[src/rtl/assert_macros.svh]
// Assertion macros used by the top-level RTL file to check its own logic.
// No dependencies; included by bare file name.
`ifndef ASSERT_MACROS_SVH
`define ASSERT_MACROS_SVH

// Same-cycle implication, disabled while reset is asserted (active low).
`define DRE_ASSERT_IMPL(label, clk, rst_n, ante, cons, msg) \
    label: assert property (@(posedge clk) disable iff (!(rst_n)) (ante) |-> (cons)) \
        else $error(msg);

// Next-cycle implication, disabled while reset is asserted (active low).
`define DRE_ASSERT_NEXT(label, clk, rst_n, ante, cons, msg) \
    label: assert property (@(posedge clk) disable iff (!(rst_n)) (ante) |=> (cons)) \
        else $error(msg);

`endif

[src/rtl/dre_pkg.sv]
// Package for the dead reckoning extrapolator: constants, atan table,
// register indexes and controller/datapath command and status structs.
// No dependencies.
`default_nettype none

package dre_pkg;

    localparam int CORDIC_STEPS = 16;
    localparam int POS_WIDTH    = 32;

    localparam int CSTEPS = (CORDIC_STEPS < 32) ? CORDIC_STEPS : 32;
    localparam int CI_W   = $clog2(CSTEPS + 1);
    localparam int SUM_W  = ((POS_WIDTH > 34) ? POS_WIDTH : 34) + 1;

    localparam logic [14:0] TURN_UNITS = 15'd23040;
    localparam logic signed [33:0] CORDIC_GAIN = 34'sd652032874;

    // heading to binary angle: h * 2^32 / 23040 = h * 2^23 / 45
    localparam logic [15:0] ANG_Q_RECIP = 16'd46604;      // ceil(2^21 / 45)
    localparam logic [29:0] ANG_F_RECIP = 30'd763549742;  // ceil(2^35 / 45)
    localparam logic [5:0]  ANG_DEN     = 6'd45;
    localparam logic [4:0]  ANG_HALF    = 5'd22;          // rounding term 11520 / 512

    // decay divider geometry
    localparam int DIV_REM_W = 22;
    localparam int DIV_LOW_W = 38;
    localparam int DIV_CNT_W = 6;
    localparam logic [DIV_CNT_W-1:0] DIV_STEPS_DECAY = 6'd38;

    typedef enum logic [3:0] {
        CFG_ORIGIN_X         = 4'd0,
        CFG_ORIGIN_Y         = 4'd1,
        CFG_SPEED            = 4'd2,
        CFG_HEADING          = 4'd3,
        CFG_DECAY_START_TIME = 4'd4,
        CFG_DECAY_END_TIME   = 4'd5,
        CFG_REPORT_TIME      = 4'd6,
        CFG_POSITION_VALID   = 4'd7
    } t_cfg_idx;

    typedef struct packed {
        logic accept;
        logic flag_upd;
        logic mul_sds;
        logic mul_st;
        logic mul_stt;
        logic divc_start;
        logic ang_q;
        logic ang_r;
        logic ang_f;
        logic d2_load;
        logic cordic_init;
        logic cordic_step;
        logic quad;
        logic scl_lo;
        logic scl_hi;
        logic acc;
        logic load_out;
    } t_cmd;

    typedef struct packed {
        logic special;
        logic case_c;
        logic div_done;
        logic cordic_done;
    } t_sts;

    // atan(2^-i) with 2^32 units per turn
    function automatic logic [29:0] atan_lookup(input logic [4:0] i);
        logic [29:0] v;
        case (i)
            5'd0:  v = 30'd536870912;
            5'd1:  v = 30'd316933406;
            5'd2:  v = 30'd167458907;
            5'd3:  v = 30'd85004756;
            5'd4:  v = 30'd42667331;
            5'd5:  v = 30'd21354465;
            5'd6:  v = 30'd10679838;
            5'd7:  v = 30'd5340245;
            5'd8:  v = 30'd2670163;
            5'd9:  v = 30'd1335087;
            5'd10: v = 30'd667544;
            5'd11: v = 30'd333772;
            5'd12: v = 30'd166886;
            5'd13: v = 30'd83443;
            5'd14: v = 30'd41722;
            5'd15: v = 30'd20861;
            5'd16: v = 30'd10430;
            5'd17: v = 30'd5215;
            5'd18: v = 30'd2608;
            5'd19: v = 30'd1304;
            5'd20: v = 30'd652;
            5'd21: v = 30'd326;
            5'd22: v = 30'd163;
            5'd23: v = 30'd81;
            5'd24: v = 30'd41;
            5'd25: v = 30'd20;
            5'd26: v = 30'd10;
            5'd27: v = 30'd5;
            5'd28: v = 30'd3;
            5'd29: v = 30'd1;
            5'd30: v = 30'd1;
            default: v = 30'd0;
        endcase
        return v;
    endfunction

endpackage

`default_nettype wire

[src/rtl/dre_ctrl.sv]
// Controller FSM: sequences the datapath and owns both channel handshakes.
// Uses dre_pkg.
`default_nettype none

module dre_ctrl
    import dre_pkg::*;
(
    input  wire logic i_clk,
    input  wire logic i_rst_n,
    input  wire logic i_in_valid,
    output logic      o_in_ready,
    output logic      o_out_valid,
    input  wire logic i_out_ready,
    input  wire t_sts i_sts,
    output t_cmd      o_cmd
);

    typedef enum logic [14:0] {
        S_IDLE    = 15'b000000000000001,
        S_CLASS   = 15'b000000000000010,
        S_MSDS    = 15'b000000000000100,
        S_MST     = 15'b000000000001000,
        S_MSTT    = 15'b000000000010000,
        S_DVC_LD  = 15'b000000000100000,
        S_DVC_RUN = 15'b000000001000000,
        S_D2      = 15'b000000010000000,
        S_CINIT   = 15'b000000100000000,
        S_CRUN    = 15'b000001000000000,
        S_QUAD    = 15'b000010000000000,
        S_SCL_LO  = 15'b000100000000000,
        S_SCL_HI  = 15'b001000000000000,
        S_ACC     = 15'b010000000000000,
        S_SAT     = 15'b100000000000000
    } t_state;

    t_state r_state, n_state;
    logic   r_out_valid;
    logic   w_slot_free;

    assign w_slot_free = !r_out_valid || i_out_ready;

    always_comb begin
        n_state = r_state;
        o_cmd   = '0;
        case (r_state)
            S_IDLE: begin
                o_cmd.accept = i_in_valid;
                if (i_in_valid) n_state = S_CLASS;
            end
            S_CLASS: begin
                if (i_sts.special) begin
                    n_state = S_SAT;
                end else begin
                    o_cmd.flag_upd = 1'b1;
                    n_state        = S_MSDS;
                end
            end
            S_MSDS: begin
                o_cmd.mul_sds = 1'b1;
                o_cmd.ang_q   = 1'b1;
                n_state       = S_MST;
            end
            S_MST: begin
                o_cmd.mul_st = 1'b1;
                o_cmd.ang_r  = 1'b1;
                n_state      = i_sts.case_c ? S_MSTT : S_D2;
            end
            S_MSTT: begin
                o_cmd.mul_stt = 1'b1;
                n_state       = S_DVC_LD;
            end
            S_DVC_LD: begin
                o_cmd.divc_start = 1'b1;
                n_state          = S_DVC_RUN;
            end
            S_DVC_RUN: begin
                if (i_sts.div_done) n_state = S_D2;
            end
            S_D2: begin
                o_cmd.d2_load = 1'b1;
                o_cmd.ang_f   = 1'b1;
                n_state       = S_CINIT;
            end
            S_CINIT: begin
                o_cmd.cordic_init = 1'b1;
                n_state           = S_CRUN;
            end
            S_CRUN: begin
                if (i_sts.cordic_done) n_state = S_QUAD;
                else                   o_cmd.cordic_step = 1'b1;
            end
            S_QUAD: begin
                o_cmd.quad = 1'b1;
                n_state    = S_SCL_LO;
            end
            S_SCL_LO: begin
                o_cmd.scl_lo = 1'b1;
                n_state      = S_SCL_HI;
            end
            S_SCL_HI: begin
                o_cmd.scl_hi = 1'b1;
                n_state      = S_ACC;
            end
            S_ACC: begin
                o_cmd.acc = 1'b1;
                n_state   = S_SAT;
            end
            S_SAT: begin
                if (w_slot_free) begin
                    o_cmd.load_out = 1'b1;
                    n_state        = S_IDLE;
                end
            end
            default: n_state = S_IDLE;
        endcase
    end

    always_ff @(posedge i_clk) begin
        if (!i_rst_n) begin
            r_state     <= S_IDLE;
            r_out_valid <= 1'b0;
        end else begin
            r_state <= n_state;
            if (o_cmd.load_out)   r_out_valid <= 1'b1;
            else if (i_out_ready) r_out_valid <= 1'b0;
        end
    end

    assign o_in_ready  = (r_state == S_IDLE);
    assign o_out_valid = r_out_valid;

endmodule

`default_nettype wire
[config.mk]
export PLATFORM = sky130hd
export DESIGN_NAME = dre_ctrl
export DESIGN_NICKNAME = d
export VERILOG_FILES = /design/src/rtl/assert_macros.svh /design/src/rtl/dre_pkg.sv /design/src/rtl/dre_ctrl.sv
export SDC_FILE = /design/constraint.sdc
export NUM_CORES = 1
export LEC_CHECK = 0
export ABC_CLOCK_PERIOD_IN_PS = 5600
export BUFFER_PORTS_ARGS = -buffer_cell sky130_fd_sc_hd__buf_2
export CAP_MARGIN = 20
export CORE_MARGIN = 2
export CORE_UTILIZATION = 30
export DETAILED_ROUTE_END_ITERATION = 12
export RECOVER_POWER = 100
export SLEW_MARGIN = 20
export SYNTH_ARGS = -nofsm -noshare
export SYNTH_HDL_FRONTEND = slang
export SYNTH_SLANG_ARGS = --single-unit
export TNS_END_PERCENT = 30
[constraint.sdc]
create_clock -name i_clk -period 5.6 [get_ports i_clk]
set_input_delay 0.56 -clock i_clk [delete_from_list [all_inputs] [get_ports i_clk]]
set_output_delay 0.56 -clock i_clk [all_outputs]
set_load 0.01 [all_outputs]
==> out/results.tsv <==
metric	value	unit
status	completed	
hold crit path type	input port to flip-flop	
die width	61.9	um
Clock Latency Late Sink	300	ps
Mapped Cells	124	
Detailed Routing Iterations Pass 1	4	
Crit path required time	5040	ps
total CTS buffers	3	
total power	0.000254	W
Max IR drop VDD	0.125	mV
Cell Chain, Critical Path	nor4_1 > nand4_4 > or4_1 > nor2_1 > clkbuf_1	
initial antenna violation count	0	
startpoint types	flip-flop	
number of hold buffers added after cts	0	
via count	1004	
FF/Latch Area	320	um^2
Core ar.	0.00328	mm^2
vias per cell	5.26	
post-route ant nets	0	
Layout area overhead	11.6	%
first-pass GRT wire length	4260	um
Resized cells post-CTS	0	
# setup viols final	0	
Crit path max-delay family	simple AND/OR/NAND/NOR gates	
top cells by area, synth	dfxtp_1, nor4_1, nor2_1, and2_1, nor3_1	
leakage power	0.439	nW
Cell variety after synth	40	
grt ovf	0	
WL final	2620	um
floorplan row count	21	
GP Congestion	0.938	
mean area per synthesized cell	8.11	um^2
Max Cap Viol	0	
vias in the first global route	901	
Ports	27	
count leader, synth	dfxtp_1	
Post-CTS Setup Bufs	0	
ant diodes	0	
fin crit period	3340	ps
FFs w/ async S/R, synth	0	%
layout cells sized above 1	11.0	%
number of synthesized register bits	16	
TNS Setup	0	ps
Worst slew margin	31.7	%
H-tree levels	1	
Critical Path AT	2780	ps
Fill cells	372	
Synth Warn #	0	
Final Hold Fails	0	
clock transition at the registers of the reported paths	100	ps
clk buf depth	2	
part of the cycle the worst path needs	59.7	%
synthesized area	0.00101	mm^2
fmax	299	MHz
critical path peak fanout	9	
Most used DFF post-synth	dfxtp_1	
Setup CP Type	flip-flop to output pin	
Synth top cells by count	dfxtp_1, nor2_1, nor4_1	
post-synth top area share	31.8	%
Total GRT Usage	15.3	%
PwrDens	227	mW/mm^2
RSZ-0062 raised after global routing	false	
number of synthesized flops with an enable pin	0	
Die Span Y	61.9	um
slew at the pin closest to its max-slew limit	1010	ps
dpl hpwl	2040	um
DRT iter0 DRCs	49	
Root Buffer	clkbuf_4	
multi-input logic area	582	um^2
largest net degree at the start of global routing	10	
DRC Markers	0	
TritonCTS clock tree	built	
Crit path largest cell delay	890	ps
final setup skew	1.33	ps
Seq/Total Area, Yosys	31.8	%
Final Max Slew Viols	0	
wire per inst	13.7	um
die area	0.00383	mm^2
Worst setup EP type	output pin	
syn_nets	132	
CP max stage cell	nor4_1	
Bufs and invs on worst path	1	
Sink Count	16	
nets@finish	154	
IO buf count	26	
effective utilization at floorplan	30.6	%
final core utilization	34.2	%
area leader, netlist	dfxtp_1	
==> logic make-up after synthesis <==
| kind of cell | share of synthesized area (%) |
|---|---|
| simple gates | 46.5 |
| flops | 31.8 |
| buf+inv | 7.96 |
| compound gates | 9.33 |
| xor+xnor | 4.35 |
==> power breakdown <==
group | internal [W] | switching (W) | total [W]
Clock | 0.0000397 | 0.0000427 | 0.0000824
Combinational | 0.0000174 | 0.0000322 | 0.0000495
Sequential | 0.000117 | 0.00000509 | 0.000122
==> final cells by class <==
type,instances,area share (%)
Clock buffer,4,3.23
Inverter,5,1.67
Multi-Input combinational cell,94,51.8
Sequential cell,16,28.5
Tap cell,46,5.13
Timing Repair Buffer,26,9.59
==> metal layers <==
| layer | track usage, % | wire length [um] | vias to the layer above |
|---|---|---|---|
| met3 | 2.48 | 148 | 5 |
| met5 | 0 | 0 | - |
| met4 | 6.38 | 47 | 0 |
| met1 | 19.4 | 1170 | 473 |
| li1 | - | - | 491 |
| met2 | 25.6 | 1250 | 35 |
==> placed cells by master (no fill, tap or decap), drive strengths merged, types with 5 or more instances in the layout <==
master / count
nand4: 6
inv: 5
nor4: 12
buf: 8
nor3: 9
nand2b: 5
clkbuf: 22
nand2: 6
dfxtp: 16
nor2: 16
and2: 6
==> flip-flops by register name (all words and copies together) (netlist names) <==
signal and cells:
r_state 15, o_out_valid 1
==> worst paths after layout <==
| kind | startpoint | end | slack (ps) | cells after the start |
|---|---|---|---|---|
| max | r_state[9] | o_cmd[15] | 2260 | 5 |
| min | i_sts[3] | r_state[2] | 440 | 2 |
| min reg2reg | r_state[11] | r_state[12] | 570 | 2 |
| max reg2reg | r_state[9] | r_state[12] | 2970 | 5 |
==> through the flow <==
stage	hold slack [ps]	setup WS, ps	area (um^2)	std cells
finish	439	2260	1120	191
CTS	442	2740	1170	191
global placement	553	3150	1130	187
global route	451	2060	1120	191
detailed placement	567	3140	1130	187
floorplan	540	3270	1010	124
No activity file was read; power rests on OpenSTA's default activity.
